`src/hdl/hams_pkg.sv`:
```
// ----------------------------------------------------------------------------
// hams_pkg
// types and codes shared by the hook arm motion sequencer
// ----------------------------------------------------------------------------
package hams_pkg;

  localparam int DIST_W   = 23;
  localparam int DWELL_W  = 16;
  localparam int STEP_W   = 4;
  localparam int OP_W     = 3;
  localparam int DRIVE_W  = 2;
  localparam int CFG_IDX_W  = 2;
  localparam int CFG_DATA_W = 23;

  // opcodes
  localparam logic [OP_W-1:0] OP_TICK    = 3'd0;
  localparam logic [OP_W-1:0] OP_GRAB    = 3'd1;
  localparam logic [OP_W-1:0] OP_RELEASE = 3'd2;
  localparam logic [OP_W-1:0] OP_SAFETY  = 3'd3;
  localparam logic [OP_W-1:0] OP_LEAN    = 3'd4;
  localparam logic [OP_W-1:0] OP_STOP    = 3'd5;
  localparam logic [OP_W-1:0] OP_PUSH    = 3'd6;
  localparam logic [OP_W-1:0] OP_PULL    = 3'd7;

  // sequence steps
  localparam logic [STEP_W-1:0] ST_IDLE      = 4'd0;
  localparam logic [STEP_W-1:0] ST_G_PUSH    = 4'd1;
  localparam logic [STEP_W-1:0] ST_G_WAIT    = 4'd2;
  localparam logic [STEP_W-1:0] ST_G_DWELL   = 4'd3;
  localparam logic [STEP_W-1:0] ST_G_RETRACT = 4'd4;
  localparam logic [STEP_W-1:0] ST_R_PUSH    = 4'd5;
  localparam logic [STEP_W-1:0] ST_R_WAIT    = 4'd6;
  localparam logic [STEP_W-1:0] ST_R_DWELL   = 4'd7;
  localparam logic [STEP_W-1:0] ST_R_RETRACT = 4'd8;
  localparam logic [STEP_W-1:0] ST_S_PUSH    = 4'd9;
  localparam logic [STEP_W-1:0] ST_S_WAIT    = 4'd10;
  localparam logic [STEP_W-1:0] ST_L_START   = 4'd11;
  localparam logic [STEP_W-1:0] ST_L_RETRACT = 4'd12;

  // motor drive codes
  localparam logic [DRIVE_W-1:0] DRV_STOP = 2'b00;
  localparam logic [DRIVE_W-1:0] DRV_FWD  = 2'b01;
  localparam logic [DRIVE_W-1:0] DRV_BACK = 2'b11;

  // register indexes
  localparam logic [CFG_IDX_W-1:0] REG_OUT_DISTANCE  = 2'd0;
  localparam logic [CFG_IDX_W-1:0] REG_RETRACT_LIMIT = 2'd1;
  localparam logic [CFG_IDX_W-1:0] REG_DWELL_TICKS   = 2'd2;

  // register reset values
  localparam logic [DIST_W-1:0]  OUT_DISTANCE_RST  = 23'd22500;
  localparam logic [DIST_W-1:0]  RETRACT_LIMIT_RST = 23'd18;
  localparam logic [DWELL_W-1:0] DWELL_TICKS_RST   = 16'd25;

  typedef struct packed {
    logic [DIST_W-1:0]  out_distance;
    logic [DIST_W-1:0]  retract_limit;
    logic [DWELL_W-1:0] dwell_ticks;
  } cfg_t;

  typedef struct packed {
    logic [STEP_W-1:0]  step;
    logic [DIST_W-1:0]  target;
    logic [DWELL_W-1:0] dwell;
    logic [DRIVE_W-1:0] drive;
    logic               hook;
  } seq_state_t;

  typedef struct packed {
    logic [DRIVE_W-1:0] drive;
    logic               hook;
    logic               pulse;
    logic [STEP_W-1:0]  step;
    logic               moving;
  } result_t;

endpackage

```
`src/hdl/hams_channels.sv`:
```
// ----------------------------------------------------------------------------
// hams channels
// valid/ready channel interfaces for command, result and register write words
// ----------------------------------------------------------------------------

// command and sensor word
interface hams_in_if #(
  parameter int POSITION_BITS = 24
);
  logic                            valid;
  logic                            ready;
  logic [2:0]                      opcode;
  logic [22:0]                     target_distance;
  logic signed [POSITION_BITS-1:0] rail_position;
  logic                            home_pressed;

  modport source (output valid, opcode, target_distance, rail_position, home_pressed,
                  input ready);
  modport sink   (input valid, opcode, target_distance, rail_position, home_pressed,
                  output ready);
endinterface

// actuator result word
interface hams_out_if;
  logic              valid;
  logic              ready;
  logic signed [1:0] motor_drive;
  logic              hook_engaged;
  logic              encoder_reset;
  logic [3:0]        sequence_step;
  logic              override_moving;

  modport source (output valid, motor_drive, hook_engaged, encoder_reset, sequence_step,
                  override_moving, input ready);
  modport sink   (input valid, motor_drive, hook_engaged, encoder_reset, sequence_step,
                  override_moving, output ready);
endinterface

// register write word
interface hams_cfg_if;
  logic        valid;
  logic        ready;
  logic [1:0]  index;
  logic [22:0] data;

  modport source (output valid, index, data, input ready);
  modport sink   (input valid, index, data, output ready);
endinterface

```
`src/hdl/hams_cfg_regs.sv`:
```
// ----------------------------------------------------------------------------
// hams_cfg_regs
// register bank for distance, retract limit and dwell settings
// ----------------------------------------------------------------------------
module hams_cfg_regs (
  input  logic           clk,
  input  logic           rst_n,
  hams_cfg_if.sink       cfg_if,
  output hams_pkg::cfg_t cfg
);
  import hams_pkg::*;

  cfg_t cfg_r;
  cfg_t cfg_nxt;

  assign cfg_if.ready = 1'b1;
  assign cfg = cfg_r;

  // decode the write index; unlisted indexes are dropped
  always_comb begin
    cfg_nxt = cfg_r;
    if (cfg_if.valid) begin
      unique case (cfg_if.index)
        REG_OUT_DISTANCE:  cfg_nxt.out_distance  = cfg_if.data;
        REG_RETRACT_LIMIT: cfg_nxt.retract_limit = cfg_if.data;
        REG_DWELL_TICKS:   cfg_nxt.dwell_ticks   = cfg_if.data[DWELL_W-1:0];
        default: ;
      endcase
    end
  end

  always_ff @(posedge clk) begin
    if (!rst_n) begin
      cfg_r.out_distance  <= OUT_DISTANCE_RST;
      cfg_r.retract_limit <= RETRACT_LIMIT_RST;
      cfg_r.dwell_ticks   <= DWELL_TICKS_RST;
    end else begin
      cfg_r <= cfg_nxt;
    end
  end

endmodule

```
`src/hdl/hams_step_logic.sv`:
```
// ----------------------------------------------------------------------------
// hams_step_logic
// one sequencer transition: next state and result word for one command
// ----------------------------------------------------------------------------
module hams_step_logic #(
  parameter int POSITION_BITS = 24
) (
  input  logic [2:0]                      opcode,
  input  logic [22:0]                     target_distance,
  input  logic signed [POSITION_BITS-1:0] rail_position,
  input  logic                            home_pressed,
  input  hams_pkg::cfg_t                  cfg,
  input  hams_pkg::seq_state_t            st,
  output hams_pkg::seq_state_t            st_nxt,
  output hams_pkg::result_t               res
);
  import hams_pkg::*;

  // compare width holds the position and any unsigned 23-bit threshold
  localparam int CMP_W = (POSITION_BITS > DIST_W + 1) ? POSITION_BITS : DIST_W + 1;

  logic signed [CMP_W-1:0] pos_ext;
  logic signed [CMP_W-1:0] out_ext;
  logic signed [CMP_W-1:0] tgt_ext;
  logic signed [CMP_W-1:0] lim_ext;
  logic                    reach_out;
  logic                    reach_tgt;
  logic                    below_tgt;
  logic                    below_lim;
  logic [DWELL_W-1:0]      dwell_inc;
  logic                    dwell_done;
  logic                    pulse;
  logic                    moving;

  // threshold compares
  always_comb begin
    pos_ext   = CMP_W'(rail_position);
    out_ext   = $signed(CMP_W'(cfg.out_distance));
    tgt_ext   = $signed(CMP_W'(st.target));
    lim_ext   = $signed(CMP_W'(cfg.retract_limit));
    reach_out = pos_ext >= out_ext;
    reach_tgt = pos_ext >= tgt_ext;
    below_tgt = pos_ext <= tgt_ext;
    below_lim = pos_ext <= lim_ext;
  end

  // saturating dwell counter
  always_comb begin
    dwell_inc  = (st.dwell != {DWELL_W{1'b1}}) ? st.dwell + 1'b1 : st.dwell;
    dwell_done = dwell_inc >= cfg.dwell_ticks;
  end

  // command decode and step advance
  always_comb begin
    st_nxt = st;
    pulse  = 1'b0;
    moving = 1'b0;
    unique case (opcode) inside
      OP_TICK: begin
        unique case (st.step)
          ST_G_PUSH: begin
            st_nxt.hook  = 1'b0;
            st_nxt.drive = DRV_FWD;
            st_nxt.step  = ST_G_WAIT;
          end
          ST_G_WAIT: begin
            if (reach_out) begin
              st_nxt.drive = DRV_STOP;
              st_nxt.hook  = 1'b1;
              st_nxt.dwell = '0;
              st_nxt.step  = ST_G_DWELL;
            end
          end
          ST_G_DWELL, ST_R_DWELL: begin
            st_nxt.dwell = dwell_inc;
            if (dwell_done) begin
              st_nxt.drive = DRV_BACK;
              st_nxt.step  = (st.step == ST_G_DWELL) ? ST_G_RETRACT : ST_R_RETRACT;
            end
          end
          ST_G_RETRACT, ST_L_RETRACT: begin
            if (below_tgt || home_pressed) begin
              pulse        = home_pressed;
              st_nxt.drive = DRV_STOP;
              st_nxt.step  = ST_IDLE;
            end
          end
          ST_R_PUSH: begin
            st_nxt.drive = DRV_FWD;
            st_nxt.step  = ST_R_WAIT;
          end
          ST_R_WAIT: begin
            // motor keeps driving forward into the dwell
            if (reach_out) begin
              st_nxt.hook  = 1'b0;
              st_nxt.dwell = '0;
              st_nxt.step  = ST_R_DWELL;
            end
          end
          ST_R_RETRACT: begin
            if (below_lim || home_pressed) begin
              pulse        = home_pressed;
              st_nxt.drive = DRV_STOP;
              st_nxt.step  = ST_IDLE;
            end
          end
          ST_S_PUSH: begin
            st_nxt.drive = DRV_FWD;
            st_nxt.step  = ST_S_WAIT;
          end
          ST_S_WAIT: begin
            if (reach_tgt) begin
              st_nxt.drive = DRV_STOP;
              st_nxt.hook  = 1'b1;
              st_nxt.step  = ST_IDLE;
            end
          end
          ST_L_START: begin
            st_nxt.drive = DRV_BACK;
            st_nxt.hook  = 1'b1;
            st_nxt.step  = ST_L_RETRACT;
          end
          default: ;
        endcase
      end
      OP_GRAB, OP_SAFETY, OP_LEAN: begin
        // starts are honored from idle only
        if (st.step == ST_IDLE) begin
          st_nxt.target = target_distance;
          st_nxt.step   = (opcode == OP_GRAB)   ? ST_G_PUSH :
                          (opcode == OP_SAFETY) ? ST_S_PUSH : ST_L_START;
        end
      end
      OP_RELEASE: begin
        if (st.step == ST_IDLE) begin
          st_nxt.step = ST_R_PUSH;
        end
      end
      OP_STOP: begin
        st_nxt.drive = DRV_STOP;
        st_nxt.step  = ST_IDLE;
      end
      OP_PUSH: begin
        st_nxt.drive = DRV_FWD;
        st_nxt.step  = ST_IDLE;
      end
      default: begin
        // pull override
        st_nxt.step = ST_IDLE;
        if (!home_pressed) begin
          st_nxt.drive = DRV_BACK;
          moving       = 1'b1;
        end else begin
          st_nxt.drive = DRV_STOP;
          pulse        = 1'b1;
        end
      end
    endcase
  end

  // result word reflects the state after the transition
  always_comb begin
    res.drive  = st_nxt.drive;
    res.hook   = st_nxt.hook;
    res.pulse  = pulse;
    res.step   = st_nxt.step;
    res.moving = moving;
  end

endmodule

```
`src/hdl/hook_arm_motion_sequencer_core.sv`:
```
// ----------------------------------------------------------------------------
// hook_arm_motion_sequencer_core
// grab, release, safety and lean-in sequencer for a lead-screw hook arm
// ----------------------------------------------------------------------------
// The block takes one command or tick word per clock while results are taken,
// and returns exactly one result word for each: the word is captured in
// an input register, one step transition (a single position or dwell compare
// and a step decode) runs between that register and the result register, and
// the sequencer state updates in the same cycle. A waiting result lets the
// next word enter only an empty input register. Register writes take effect
// on the cycle after the write and need no warm-up after reset.
module hook_arm_motion_sequencer_core #(
  parameter int POSITION_BITS = 24
) (
  input  logic      clk,
  input  logic      rst_n,
  hams_in_if.sink   in_if,
  hams_out_if.source out_if,
  hams_cfg_if.sink  cfg_if
);
  import hams_pkg::*;

  cfg_t       cfg;
  seq_state_t st_r;
  seq_state_t st_nxt;
  result_t    res;
  result_t    res_r;

  logic                            s1_valid_r;
  logic [OP_W-1:0]                 s1_opcode_r;
  logic [DIST_W-1:0]               s1_target_r;
  logic signed [POSITION_BITS-1:0] s1_pos_r;
  logic                            s1_home_r;
  logic                            out_valid_r;
  logic                            s1_adv;

  hams_cfg_regs u_cfg (
    .clk    (clk),
    .rst_n  (rst_n),
    .cfg_if (cfg_if),
    .cfg    (cfg)
  );

  hams_step_logic #(
    .POSITION_BITS (POSITION_BITS)
  ) u_step (
    .opcode          (s1_opcode_r),
    .target_distance (s1_target_r),
    .rail_position   (s1_pos_r),
    .home_pressed    (s1_home_r),
    .cfg             (cfg),
    .st              (st_r),
    .st_nxt          (st_nxt),
    .res             (res)
  );

  // handshake: the input register empties whenever the result register can load
  assign s1_adv      = s1_valid_r && (!out_valid_r || out_if.ready);
  assign in_if.ready = !s1_valid_r || s1_adv;

  // input register
  always_ff @(posedge clk) begin
    if (!rst_n) begin
      s1_valid_r <= 1'b0;
    end else if (in_if.ready) begin
      s1_valid_r <= in_if.valid;
    end
  end

  always_ff @(posedge clk) begin
    if (in_if.ready && in_if.valid) begin
      s1_opcode_r <= in_if.opcode;
      s1_target_r <= in_if.target_distance;
      s1_pos_r    <= in_if.rail_position;
      s1_home_r   <= in_if.home_pressed;
    end
  end

  // sequencer state
  always_ff @(posedge clk) begin
    if (!rst_n) begin
      st_r <= '0;
    end else if (s1_adv) begin
      st_r <= st_nxt;
    end
  end

  // result register
  always_ff @(posedge clk) begin
    if (!rst_n) begin
      out_valid_r <= 1'b0;
    end else if (s1_adv) begin
      out_valid_r <= 1'b1;
    end else if (out_if.ready) begin
      out_valid_r <= 1'b0;
    end
  end

  always_ff @(posedge clk) begin
    if (s1_adv) begin
      res_r <= res;
    end
  end

  assign out_if.valid           = out_valid_r;
  assign out_if.motor_drive     = $signed(res_r.drive);
  assign out_if.hook_engaged    = res_r.hook;
  assign out_if.encoder_reset   = res_r.pulse;
  assign out_if.sequence_step   = res_r.step;
  assign out_if.override_moving = res_r.moving;

endmodule

```
`src/flat_wrapper.sv`:
```
// flat-port wrapper written by rule: the top's interface ports become plain ports
module hook_arm_motion_sequencer_core_flat import hams_pkg::*;
#(
  parameter int POSITION_BITS = 24
)
  (clk, rst_n, in_if_valid, in_if_opcode, in_if_target_distance, in_if_rail_position, in_if_home_pressed, in_if_ready, out_if_valid, out_if_motor_drive, out_if_hook_engaged, out_if_encoder_reset, out_if_sequence_step, out_if_override_moving, out_if_ready, cfg_if_valid, cfg_if_index, cfg_if_data, cfg_if_ready);
  hams_in_if #(.POSITION_BITS(POSITION_BITS)) in_if_i ();
  hams_out_if out_if_i ();
  hams_cfg_if cfg_if_i ();
  input  logic clk;
  input  logic rst_n;
  input wire logic [$bits(in_if_i.valid)-1:0] in_if_valid;
  input wire logic [$bits(in_if_i.opcode)-1:0] in_if_opcode;
  input wire logic [$bits(in_if_i.target_distance)-1:0] in_if_target_distance;
  input wire logic [$bits(in_if_i.rail_position)-1:0] in_if_rail_position;
  input wire logic [$bits(in_if_i.home_pressed)-1:0] in_if_home_pressed;
  output wire logic [$bits(in_if_i.ready)-1:0] in_if_ready;
  output wire logic [$bits(out_if_i.valid)-1:0] out_if_valid;
  output wire logic [$bits(out_if_i.motor_drive)-1:0] out_if_motor_drive;
  output wire logic [$bits(out_if_i.hook_engaged)-1:0] out_if_hook_engaged;
  output wire logic [$bits(out_if_i.encoder_reset)-1:0] out_if_encoder_reset;
  output wire logic [$bits(out_if_i.sequence_step)-1:0] out_if_sequence_step;
  output wire logic [$bits(out_if_i.override_moving)-1:0] out_if_override_moving;
  input wire logic [$bits(out_if_i.ready)-1:0] out_if_ready;
  input wire logic [$bits(cfg_if_i.valid)-1:0] cfg_if_valid;
  input wire logic [$bits(cfg_if_i.index)-1:0] cfg_if_index;
  input wire logic [$bits(cfg_if_i.data)-1:0] cfg_if_data;
  output wire logic [$bits(cfg_if_i.ready)-1:0] cfg_if_ready;
  assign in_if_i.valid = in_if_valid;
  assign in_if_i.opcode = in_if_opcode;
  assign in_if_i.target_distance = in_if_target_distance;
  assign in_if_i.rail_position = in_if_rail_position;
  assign in_if_i.home_pressed = in_if_home_pressed;
  assign in_if_ready = in_if_i.ready;
  assign out_if_valid = out_if_i.valid;
  assign out_if_motor_drive = out_if_i.motor_drive;
  assign out_if_hook_engaged = out_if_i.hook_engaged;
  assign out_if_encoder_reset = out_if_i.encoder_reset;
  assign out_if_sequence_step = out_if_i.sequence_step;
  assign out_if_override_moving = out_if_i.override_moving;
  assign out_if_i.ready = out_if_ready;
  assign cfg_if_i.valid = cfg_if_valid;
  assign cfg_if_i.index = cfg_if_index;
  assign cfg_if_i.data = cfg_if_data;
  assign cfg_if_ready = cfg_if_i.ready;
  hook_arm_motion_sequencer_core #(.POSITION_BITS(POSITION_BITS)) u_core (.clk(clk), .rst_n(rst_n), .in_if(in_if_i), .out_if(out_if_i), .cfg_if(cfg_if_i));
endmodule
```
`config.mk`:
```
export PLATFORM = sky130hd
export DESIGN_NAME = hook_arm_motion_sequencer_core_flat
export DESIGN_NICKNAME = d
export VERILOG_FILES = /design/src/hdl/hams_pkg.sv /design/src/hdl/hams_channels.sv /design/src/hdl/hams_cfg_regs.sv /design/src/hdl/hams_step_logic.sv /design/src/hdl/hook_arm_motion_sequencer_core.sv /design/src/flat_wrapper.sv
export SDC_FILE = /design/constraint.sdc
export NUM_CORES = 1
export LEC_CHECK = 0
export BUFFER_PORTS_ARGS = -buffer_cell sky130_fd_sc_hd__buf_2
export CORE_AREA = 2 2 127 129
export DETAILED_ROUTE_END_ITERATION = 16
export DIE_AREA = 0 0 129 131
export PLACE_DENSITY = 0.8
export SLEW_MARGIN = 20
export SYNTH_ARGS = -nofsm -noshare
export SYNTH_HDL_FRONTEND = slang
export SYNTH_SLANG_ARGS = --single-unit
```
`constraint.sdc`:
```
create_clock -name clk -period 4.6 [get_ports clk]
set_clock_uncertainty 0.05 [all_clocks]
set_input_delay 0.23 -clock clk [delete_from_list [all_inputs] [get_ports clk]]
set_output_delay 0.23 -clock clk [all_outputs]
set_load 0.03 [all_outputs]
```
# Word-level counts from Yosys, hierarchy flattened
# Index checks and enable logic that the tools add are counted.
# totals
in_bits	81
output_inout_bits	12
ff_bits	170
elab_cells	108
# op_classes
n_reduce_logical	25
eq_ne	23
addsub	1
n_mux	35
n_lt_le_gt_ge	5
# op_table
operator	n
$ge 24x24->1	2
$le 24x24->1	2
$pmux 16 s3	1
$pmux 4 s10	1
$mux 4	9
$mux 16	2
$mux 27	1
$eq 4x4->1 const B	5
$mux 19	1
$add 16x1->16 const B	1
$eq 4x3->1 const B	4
$ge 16x16->1	1
$ne 16x16->1 const B	1
$pmux 2 s7	1
$pmux 4 s3	1
$mux 2	5
$eq 3x3->1 const B	3
$eq 4x2->1 const B	2
$mux 1	8
$pmux 2 s4	1
$reduce_or 7->1	1
$eq 3x2->1 const B	2
$reduce_and 2->1	3
$reduce_or 3->1	2
other kinds (21)	29

# Logic depth before layout (Yosys ltp)
# Gate-level depths: netlist of the first run.
# depth
word_depth	6
mapped_depth	17
depth_no_buf	16

# By module
# Synthesis of the first run repeated with hierarchy kept, for this count alone.
# hier_totals
cells_unflattened	1046
hier_area_um2	9859.5
# by_module_without_submodules
mod	instances	seq_area_each_um2	cells_each	area_each_um2
hook_arm_motion_sequencer_core	1	2762.6	268	3754.9
hams_step_logic	1	0.0	531	3636.0
hams_cfg_regs	1	1241.2	247	2468.6

# Worst setup path after synthesis of the first run
# OpenSTA, ideal clock, no wires.
# synth_timing
path_type	register to register
start	reg u_core.st_r[7] (netlist bit)
end	reg u_core.st_r[45] (netlist bit)
path_slack_ns	0.892
arrival_ns	3.525
stages_incl_launch_ff	18
required_time_ns	4.417
setup_ns	0.133
synth_period_minus_slack_ns	3.708
n_path_buf	1
cell_sequence	dfxtp_1 -> buf_2 -> and4_1 -> nand4_2 -> nor3_4 -> nand3_4 -> and3_4 -> and4_4 -> xor2_1 -> ha_1 -> a21oi_1 -> nor2_1 -> a211oi_1 -> a21oi_1 -> or2_1 -> a31o_2 -> a2111oi_0 -> nor3b_1
# synth_via
elab_chain_cells	6
elab_cells_between_ends	7
cone_classes	1 x add/sub; 1 x order compare; 1 x eq/ne; 4 x mux
# synth_rtl
item	line_no	source
from (decl)	hook_arm_motion_sequencer_core.sv:24	seq_state_t st_r;
from (signal assigned)	hook_arm_motion_sequencer_core.sv:84	st_r <= st_nxt;
$add 16x1->16 or $ne 16x16->1 (tied branches)	hams_step_logic.sv:49	dwell_inc = (st.dwell != {DWELL_W{1'b1}}) ? st.dwell + 1'b1 : st.dwell;
$mux 16 *	hams_step_logic.sv:49	
$ge 16x16->1 *	hams_step_logic.sv:50	dwell_done = dwell_inc >= cfg.dwell_ticks;
$mux 4 *	hams_step_logic.sv:76	if (dwell_done) begin
$pmux 4 s10 *	hams_step_logic.sv:60	unique case (st.step)
$pmux 4 s3 *	hams_step_logic.sv:58	unique case (opcode) inside
# Every way passes the cells marked *; elsewhere a longest branch is shown, timed or not.
# A chain may end at the register's enable or synchronous reset.

# Worst setup path after layout of the first run
# Ends and elaborated chain as after synthesis.

==> metrics.yaml, run 1 <==
status: "finished clean"
drt_iter0_drc: 547
cts_root_buffer: "clkbuf_16"
dp_hpwl_um: 14400
synth_ff_type: "dfxtp_1"
worstSetupStartpointType: "flop"
die-height_um: 131
reg2reg_to: "u_core.st_r[45]$_SDFFE_PN0P_"
cpLargestDelayFamily: "simple AND/OR/NAND/NOR gates"
nFillCells: 1177
grt_pass1_vias: 6996
cts_buffers: 17
finalInstanceArea_um2: 10800
powerDensity_nw_per_um2: 316
die-area_um2: 16900
cts_buffer_depth: 2
synth-seq-cells: 170
synth_common_cells: "203 x nand2_1, 110 x dfxtp_1, 90 x inv_1"
drv_slew: 0
hold_viol: 0
core-area_um2: 15600
totalWireLength_um: 21100
power.switching_uw: 847
grt_pass1_wl_um: 34100
fin_crit_sh: 0.915
crit_fanout: 10
crit_slowest_cell: "dfxtp_1"
yosysSeqAreaShare: 0.440
timing.rr.start: "u_core.st_r[7]$_SDFFE_PN0P_"
overflow: 0
avgSynthCellArea_um2: 9.17
relSlewSlack: 0.367
critPathLaunch: "u_core.st_r[7]$_SDFFE_PN0P_"
netlist.area_leader.share: 0.242
drc: 0
rsz0062_at_grt: "false"
port_buffers: 91
fin_hold_ws_ps: 16.1
yosysMostFrequentCell: "nand2_1"
cts_setup_buffers: 0
synth_fp_nets: 1160
tightest_slew_ps: 947
p_sw_frac: 0.249
clockPowerShare: 0.393
critical_path_required_ps: 4850
ys_async_sr_fraction: 0
synth.largest_area_cell: "dfxtp_1"
clk_latency_ps: 430
r2r_slack_ps: 390
synth_edf_count: 60
fmaxAchievable_ghz: 0.237
syn-cell-area_um2: 9110
syn2layout_area_growth_pct: 18.1
diodes: 0
crit_path_end: "u_core.st_r[45]$_SDFFE_PN0P_"
grt.met2_usage: 0.442
crit_arrival_ps: 4460
busiest_layer: "met2"
viasPerCell: 5.53
grtUsageTotal: 0.260
path_cells: "and4_1, nand4_2, nor3_4, nand3_4, and3_4, and3_1, xor2_1, ha_1, nand4_1, nor2_1, a211oi_1, a21oi_1, or2_1, a31o_2, a2111oi_0, nor3b_1"
hold_class: "input pin to flop"
synth_cells: 993
r2r_cells: 16
clock-sinks: 170
place_area_um2: 9680
seqPwrFrac: 0.492
p_int_mw: 2.55
start_util: 0.584
ys_top_cells_by_area: "dfxtp_1 24%, edfxtp_1 20%, ha_1 12%"
grt_max_degree: 81
p_comb_frac: 0.115
die_w_um: 129
fin_util: 0.690
drive_above_1_share: 0.141
final_nets: 1279
cts_tree: "built"
final.setup.tns_ps: 0
ys_types: 76
critPathKind: "flop to flop"
peakVddDrop_v: 0.000264
drv_cap: 0
pin_count: 93
period_needed_ps: 4210
path_clk_slew_ps: 60
via_count: 7411
yosys_warnings: 0
drt.antenna.violating_nets: 0
antenna_found_initial: 0
avgRoutedWirePerCell_um: 15.7
gr-usage-met3: 0.0497
rows: 46
htreeDepth: 4
setup_viol: 0
cp_num_buf_inv: 0
p_leak_nw: 4.17
cp.depth: 16
holdPathStages: 3
cp_slowest_stage_delay_ps: 470
use_met1: 0.331
total_power_mw: 3.40
end_kind: "flop"
drtPass1Iterations: 5
finalWeightedCongestion: 0.917
==> flip-flops by register name, summed over array words and instances (netlist names) <==
register	count
u_core.s1_target_r	23
u_core.s1_opcode_r	3
u_core.out_if.encoder_reset	1
u_core.out_if.motor_drive	2
u_core.out_if.hook_engaged	1
u_core.s1_home_r	1
u_core.out_if.sequence_step	4
u_core.st_r	46
u_core.s1_pos_r	24
u_core.s1_valid_r	1
u_core.u_cfg.cfg	62
u_core.out_if.override_moving	1
u_core.out_if.valid	1
==> per-stage QoR <==
| step | setup WS (ps) | instances |
|---|---|---|
| 2_1_floorplan | 892 | 993 |
| 3_3_place_gp | 509 | 1257 |
| 3_5_place_dp | 423 | 1257 |
| 4_1_cts | 374 | 1341 |
| 5_1_grt | 36.9 | 1341 |
| 6_report | 389 | 1341 |
==> power by group through the flow <==
stage,clock (mW),combinational (mW),sequential [mW]
after floorplan,0,0.243,1.69
after global placement,0,0.338,1.70
after detailed placement,0,0.348,1.70
after CTS,1.35,0.384,1.67
after global routing,1.41,0.439,1.68
final,1.33,0.391,1.67
==> worst min path at each step <==
stage | from | end | slack (ps)
floorplan | in_if_home_pressed | u_core.s1_home_r$_DFFE_PP_ | 280
global placement | in_if_rail_position[18] | u_core.s1_pos_r[18]$_DFFE_PP_ | 360
detailed placement | in_if_rail_position[12] | u_core.s1_pos_r[12]$_DFFE_PP_ | 360
CTS | cfg_if_data[21] | u_core.u_cfg.cfg[60]$_SDFFE_PN0P_ | 0.3
global route | cfg_if_data[20] | u_core.u_cfg.cfg[59]$_SDFFE_PN0P_ | 20
finish | cfg_if_data[18] | u_core.u_cfg.cfg[57]$_SDFFE_PN0P_ | 20
==> routing by layer <==
| metal | wire (um) | up-vias |
|---|---|---|
| li1 | - | 3718 |
| met1 | 9350 | 3436 |
| met2 | 10200 | 217 |
| met3 | 1030 | 40 |
| met4 | 542 | 0 |
| met5 | 0 | - |
==> placed cells by master, fill, tap and decap left out, types with 4 or more instances in the layout <==
cell / n
xor2_1: 5
clkinvlp_4: 4
ha_1: 86
nor2_1: 23
a21o_1: 7
inv_1: 90
o211ai_1: 17
xnor2_1: 5
a21boi_1: 35
a31o_2: 4
o21a_1: 9
a211oi_1: 6
dlygate4sd3_1: 52
nand2_1: 203
dfxtp_1: 110
a22oi_1: 4
clkbuf_16: 17
nor2b_1: 12
buf_2: 91
and3_1: 6
nand4_1: 16
a31oi_1: 9
nand3b_1: 4
edfxtp_1: 60
o21ai_0: 28
nand3_1: 20
a21boi_0: 39
a22o_1: 9
a21oi_1: 50
nor3_1: 11
o21ai_1: 5
nand2b_1: 6
==> worst min-delay path: stages <==
cell and delay [ps]:
buf_2 120, nand2_1 50, a21boi_1 50
==> layout make-up <==
class	instances	area [um^2]	area share
clock buffer	20	447	0.0415
clock inverter	12	100	0.00931
inverter	90	338	0.0314
multi-input combinational	687	4600	0.428
sequential	170	4000	0.372
tap	216	270	0.0251
timing repair buffer	146	998	0.0928
==> what timing repair did <==
item,CTS,global route
hold buffers,52,0
endpoints found under the setup margin,0,1
hold endpoints to repair,52,0
gates resized for setup,0,1
==> logic make-up (layout without fill, tap and decap cells) <==
kind of cell | after synthesis | after routing | synth area share
compound gates | 251 | 251 | 0.195
simple gates | 336 | 336 | 0.176
other cells | 1 | 1 | 0.000412
flops | 170 | 170 | 0.440
xor+xnor | 10 | 10 | 0.00961
buf+inv | 136 | 268 | 0.0576
fa+ha+maj | 86 | 86 | 0.118
mux | 3 | 3 | 0.00357
No activity file was read; power rests on OpenSTA's default activity.
==> run 2, diff against run 1 <==
==> constraint.sdc (replaced) <==
create_clock -name clk -period 4.2 [get_ports clk]
set_clock_uncertainty 0.05 [all_clocks]
set_input_delay 0.21 -clock clk [delete_from_list [all_inputs] [get_ports clk]]
set_output_delay 0.21 -clock clk [all_outputs]
set_load 0.03 [all_outputs]
==> metrics.yaml, run 2 (synthesis gave the netlist of run 1 again) <==
period_needed_ps: 3980  # -235 ps
diodes: 0  # unchanged
crit_arrival_ps: 4100  # -360 ps
hold_viol: 0  # unchanged
final_cell_mix: "203 x nand2_1, 109 x dfxtp_1, 91 x buf_2, 90 x inv_1, 85 x ha_1"
pin_count: 93  # unchanged
peakVddDrop_v: 0.000304  # +15%
end_kind: "flop"
layout.cells.most_common: "nand2_1"
dp_hpwl_um: 14500  # +0.62%
totalWireLength_um: 22100  # +4.5%
die-height_um: 131  # unchanged
cpLargestDelayFamily: "simple AND/OR/NAND/NOR gates"
die-area_um2: 16900  # unchanged
r2r_slack_ps: 220  # -160 ps
tightest_slew_ps: 928  # -18.8 ps
drv_cap: 0  # unchanged
min-delay-start: "cfg_if_data[5]"
drtPass1Iterations: 5  # unchanged
die_w_um: 129  # unchanged
final-seq-area_um2: 4010  # about the same
clk_latency_ps: 440  # about the same
cp.depth: 16  # unchanged
core-area_um2: 15600  # unchanged
clock-sinks: 170  # unchanged
grtUsageTotal: 0.269  # +0.00838
viasPerCell: 5.56  # +0.61%
status: "finished clean"
fin_crit_sh: 0.947  # +0.0312
multi_input_area_um2: 4620  # +0.41%
nFillCells: 1170  # -0.59%
port_buffers: 91  # unchanged
relSlewSlack: 0.381  # +0.0143
overflow: 0  # unchanged
critPathLaunch: "u_core.st_r[10]$_SDFFE_PN0P_"
r2r_cells: 16  # unchanged
syn2layout_area_growth_pct: 20.5
grt_pass1_vias: 7077  # +1.2%
cp_num_buf_inv: 0  # unchanged
cts_tree: "built"
antenna_found_initial: 0  # unchanged
p_leak_nw: 4.27  # +2.5%
rows: 46  # unchanged
cts_buffer_depth: 2  # unchanged
drv_slew: 0  # unchanged
total_power_mw: 3.83  # +13%
drc: 0  # unchanged
cp_slowest_stage_delay_ps: 410  # -60 ps
path_clk_slew_ps: 60  # about the same
setup_viol: 0  # unchanged
drive_above_1_share: 0.148  # +0.00639
largest_reg_flops: 62  # unchanged
fin_util: 0.704  # +0.0141
final_nets: 1298  # +1.5%
place_area_um2: 9720  # +0.39%
timing.rr.start: "u_core.st_r[10]$_SDFFE_PN0P_"
path_cells: "and4_4, nand4_2, nor3_4, nand3_4, and3_4, and3_1, xor2_1, ha_1, nand4_1, nor2_1, a211oi_1, a21oi_1, or2_1, a31o_2, a211oi_1, o21ai_1"
avgRoutedWirePerCell_um: 16.2  # +3.1%
crit_slowest_cell: "dfxtp_1"
via_count: 7562  # +2.0%
reg2reg_to: "u_core.out_if.sequence_step[3]$_DFFE_PP_"
htreeDepth: 4  # unchanged
final.setup.tns_ps: 0  # unchanged
worstSetupStartpointType: "flop"
finalInstanceArea_um2: 11000  # +2.0%
hold_class: "input pin to flop"
grt_max_degree: 103  # +27%
crit_top_cell: "a211oi_1"
cts_buffers: 17  # unchanged
crit_path_end: "u_core.out_if.sequence_step[3]$_DFFE_PP_"
critical_path_required_ps: 4320  # -530 ps
powerDensity_nw_per_um2: 349  # +11%
cts_root_buffer: "clkbuf_16"
critPathKind: "flop to flop"
drt_iter0_drc: 600  # +9.7%
crit_fanout: 7  # -3
drt.antenna.violating_nets: 0  # unchanged
grt_pass1_wl_um: 35000  # +2.4%
finalWeightedCongestion: 0.927  # +1.1%
fmaxAchievable_ghz: 0.252  # +5.9%
start_util: 0.584  # unchanged
-- run 2: cell count changes in the layout (fill, tap and decap cells not counted), sizes merged --
cell,delta
clkinvlp,-3
clkbuf,+1
clkinv,-3
bufinv,+1
inv,+4
buf,+7
dlygate4sd3,+12
-- run 2: repair_timing --
item,in CTS,in global routing
endpoints found under the setup margin,0,5
hold buffers,64,0
buffers inserted,0,2
resized for setup,0,6
hold endpoints to repair,69,0
-- run 2: cell type report --
type,instances,share of cell area
Inverter,90,0.0308
Clock buffer,21,0.0401
Clock inverter,11,0.0122
Sequential cell,170,0.365
Timing Repair Buffer,165,0.107
Tap cell,216,0.0246
Multi-Input combinational cell,687,0.421
-- run 2: tightest hold or removal path, stage by stage --
cell,delay [ps]
buf_2,120
nand2_1,50
a21boi_0,60
-- run 2: stage by stage --
stage / setup slack (ps) / hold slack, ps / instances
2_1_floorplan: 492 / 259 / 993
4_1_cts: 79.4 / 9.65 / 1358
5_1_grt: -11.5 / 19.5 / 1360
6_report: 224 / 16.5 / 1360
3_5_place_dp: 93.8 / 338 / 1262
3_3_place_gp: 213 / 336 / 1262
-- run 2: how the worst min path moves through the flow --
stage                                        to  slack, ps  cells past startpoint
2_1_floorplan        u_core.s1_home_r$_DFFE_PP_        260                      0
3_3_place_gp   u_core.s1_target_r[22]$_DFFE_PP_        340                      1
3_5_place_dp      u_core.s1_pos_r[12]$_DFFE_PP_        340                      1
4_1_cts             u_core.st_r[5]$_SDFFE_PN0P_         10                      2
5_1_grt             u_core.st_r[5]$_SDFFE_PN0P_         20                      2
6_report       u_core.u_cfg.cfg[5]$_SDFFE_PN0P_         20                      3
-- run 2: power by group --
part | switching [mW] | internal, mW | total [mW] | leakage [nW]
Clock | 0.673 | 0.886 | 1.56 | 0.277
Combinational | 0.243 | 0.198 | 0.441 | 2.52
Sequential | 0.0540 | 1.78 | 1.83 | 1.48
-- run 2: metal layers --
metal | vias to the layer above | global-route usage | wire length [um]
met4 | 0 | 0.111 | 643
met5 | - | 0 | 0
li1 | 3749 | - | -
met2 | 251 | 0.447 | 10600
met1 | 3520 | 0.338 | 9470
met3 | 42 | 0.0635 | 1340
==> run 3, diff against run 2 <==
--- a/config.mk
+++ b/config.mk
@@ -5,11 +5,11 @@
 export SDC_FILE = /design/constraint.sdc
 export NUM_CORES = 1
 export LEC_CHECK = 0
-export BUFFER_PORTS_ARGS = -buffer_cell sky130_fd_sc_hd__buf_2
-export CORE_AREA = 2 2 127 129
+export CORE_AREA = 2 2 123 125
 export DETAILED_ROUTE_END_ITERATION = 16
-export DIE_AREA = 0 0 129 131
-export PLACE_DENSITY = 0.8
+export DIE_AREA = 0 0 125 127
+export DONT_BUFFER_PORTS = 1
+export PLACE_DENSITY = 0.79
 export SLEW_MARGIN = 20
 export SYNTH_ARGS = -nofsm -noshare
 export SYNTH_HDL_FRONTEND = slang
==> metrics.yaml, run 3 (synthesis gave the netlist of run 1 again) <==
drc: 0  # unchanged
cts_tree: "built"
hold_viol: 0  # unchanged
dp_hpwl_um: 14000  # -3.5%
path_clk_slew_ps: 70  # about the same
end_kind: "flop"
avgRoutedWirePerCell_um: 17.0  # +4.9%
rsz0062_at_grt: "false"
totalWireLength_um: 21300  # -3.5%
powerDensity_nw_per_um2: 357  # +2.4%
path_cells: "and4_1, nand4_2, nor3_4, nand3_4, and3_4, and3_1, xor2_1, ha_1, nand4_1, nor2_1, a211oi_1, a21oi_1, or2_1, buf_4, o221a_2, o211ai_1, o211ai_2"
cp_slowest_stage_delay_ps: 410  # about the same
pin_count: 93  # unchanged
status: "finished clean"
crit_arrival_ps: 4170  # +70 ps
drv_cap: 0  # unchanged
crit_slowest_cell: "dfxtp_1"
drt.antenna.violating_nets: 0  # unchanged
place_area_um2: 9230  # -5.0%
r2r_cells: 17  # +1
grt_pass1_vias: 7083  # +0.085%
peakVddDrop_v: 0.000392  # +29%
r2r_slack_ps: 290  # +70 ps
worstSetupStartpointType: "flop"
critical_path_required_ps: 4460  # +140 ps
hold_class: "input pin to flop"
die_w_um: 125  # -3.1%
port_buffers: 0  # -100%
rows: 44  # -4.3%
grt_pass1_wl_um: 34400  # -1.6%
final_nets: 1221  # -5.9%
critPathKind: "flop to flop"
final_cell_mix: "203 x nand2_1, 109 x dfxtp_1, 90 x inv_1, 85 x ha_1, 77 x dlygate4sd3_1"
htreeDepth: 4  # unchanged
final.setup.tns_ps: 0  # unchanged
drtPass1Iterations: 6  # +1
finalInstanceArea_um2: 10600  # -3.1%
layout.cells.most_common: "nand2_1"
clock-sinks: 170  # unchanged
dp_slack_ps: 188  # +94.3 ps
grtUsageTotal: 0.271  # +0.00259
p_leak_nw: 3.98  # -6.8%
total_power_mw: 3.80  # -0.70%
drive_above_1_share: 0.0778  # -0.0699
antenna_found_initial: 0  # unchanged
min_to: "u_core.u_cfg.cfg[25]$_SDFFE_PN0P_"
nFillCells: 1019  # -13%
reg2reg_to: "u_core.st_r[1]$_SDFFE_PN0P_"
viasPerCell: 5.85  # +5.2%
finalWorstSetupSlack_ps: 292  # +67.4 ps
relSlewSlack: 0.305  # -0.0762
cts_buffers: 17  # unchanged
core-area_um2: 14400  # -7.5%
die-height_um: 127  # -3.1%
fin_util: 0.738  # +0.0339
largest_reg_flops: 62  # unchanged
min-delay-start: "cfg_if_index[1]"
crit_fanout: 5  # -2
grt_max_degree: 104  # +0.97%
tightest_slew_ps: 1040  # +114 ps
setup_viol: 0  # unchanged
start_util: 0.632  # +0.0475
drv_slew: 0  # unchanged
clk_latency_ps: 440  # about the same
fmaxAchievable_ghz: 0.256  # +1.7%
fin_crit_sh: 0.931  # -0.0160
diodes: 0  # unchanged
holdPathStages: 3  # unchanged
timing.rr.start: "u_core.st_r[8]$_SDFFE_PN0P_"
die-area_um2: 15900  # -6.1%
overflow: 0  # unchanged
cts_buffer_depth: 2  # unchanged
syn2layout_area_growth_pct: 16.8
cts_root_buffer: "clkbuf_16"
period_needed_ps: 3910  # -67.4 ps
drt_iter0_drc: 586  # -2.3%
finalWeightedCongestion: 0.903  # -2.6%
via_count: 7316  # -3.3%
run 3: worst max path at each step:
stage | from | to | slack, ps | depth (start not counted)
4_1_cts | u_core.st_r[8]$_SDFFE_PN0P_ | u_core.st_r[45]$_SDFFE_PN0P_ | 150 | 16
5_1_grt | u_core.st_r[4]$_SDFFE_PN0P_ | u_core.out_if.motor_drive[1]$_DFFE_PP_ | 10 | 16
3_3_place_gp | u_core.st_r[8]$_SDFFE_PN0P_ | u_core.st_r[45]$_SDFFE_PN0P_ | 300 | 16
2_1_floorplan | u_core.st_r[7]$_SDFFE_PN0P_ | u_core.st_r[45]$_SDFFE_PN0P_ | 490 | 17
3_5_place_dp | u_core.st_r[8]$_SDFFE_PN0P_ | u_core.st_r[45]$_SDFFE_PN0P_ | 190 | 16
6_report | u_core.st_r[8]$_SDFFE_PN0P_ | u_core.st_r[1]$_SDFFE_PN0P_ | 290 | 17
run 3: routing by layer:
metal,wire length [um],GRT usage,up-vias
met1,9410,0.355,3448
li1,-,-,3608
met3,1210,0.0595,31
met2,10300,0.451,229
met5,0,0,-
met4,371,0.0889,0
run 3: final cells by class:
cell class	count	area, um^2	share of cell area
sequential	170	4010	0.376
tap	184	230	0.0216
clock inverter	13	131	0.0123
inverter	90	338	0.0318
clock buffer	19	453	0.0426
timing repair buffer	88	873	0.0821
multi-input combinational	687	4610	0.433
run 3: what timing repair did:
item	CTS	global route
hold buffers	78	0
resized for setup	0	5
setup buffers	0	2
endpoints found under the setup margin	0	7
endpoints found under the hold margin	150	0
run 3: worst max-delay path: cells and delay by family (launching register included):
kind	cells	cell delay [ps]
DFF	1	410
buffers and inverters	1	150
AOI/OAI and AO/OA	5	1040
xor gates and xnor gates	1	150
adders and majority gates	1	290
and+or+nand+nor	9	1680
run 3: report_power, final:
group	switching, mW	total (mW)	internal [mW]	leakage, nW
Clock	0.700	1.56	0.863	0.283
Sequential	0.0637	1.84	1.78	1.48
Combinational	0.220	0.400	0.180	2.22
run 3: through the flow:
| stage | instances | hold slack (ps) |
|---|---|---|
| after global routing | 1251 | 58.0 |
| after global placement | 1139 | 258 |
| after CTS | 1249 | 23.2 |
| after floorplan | 993 | 259 |
| final | 1251 | 50.9 |
| after detailed placement | 1139 | 259 |
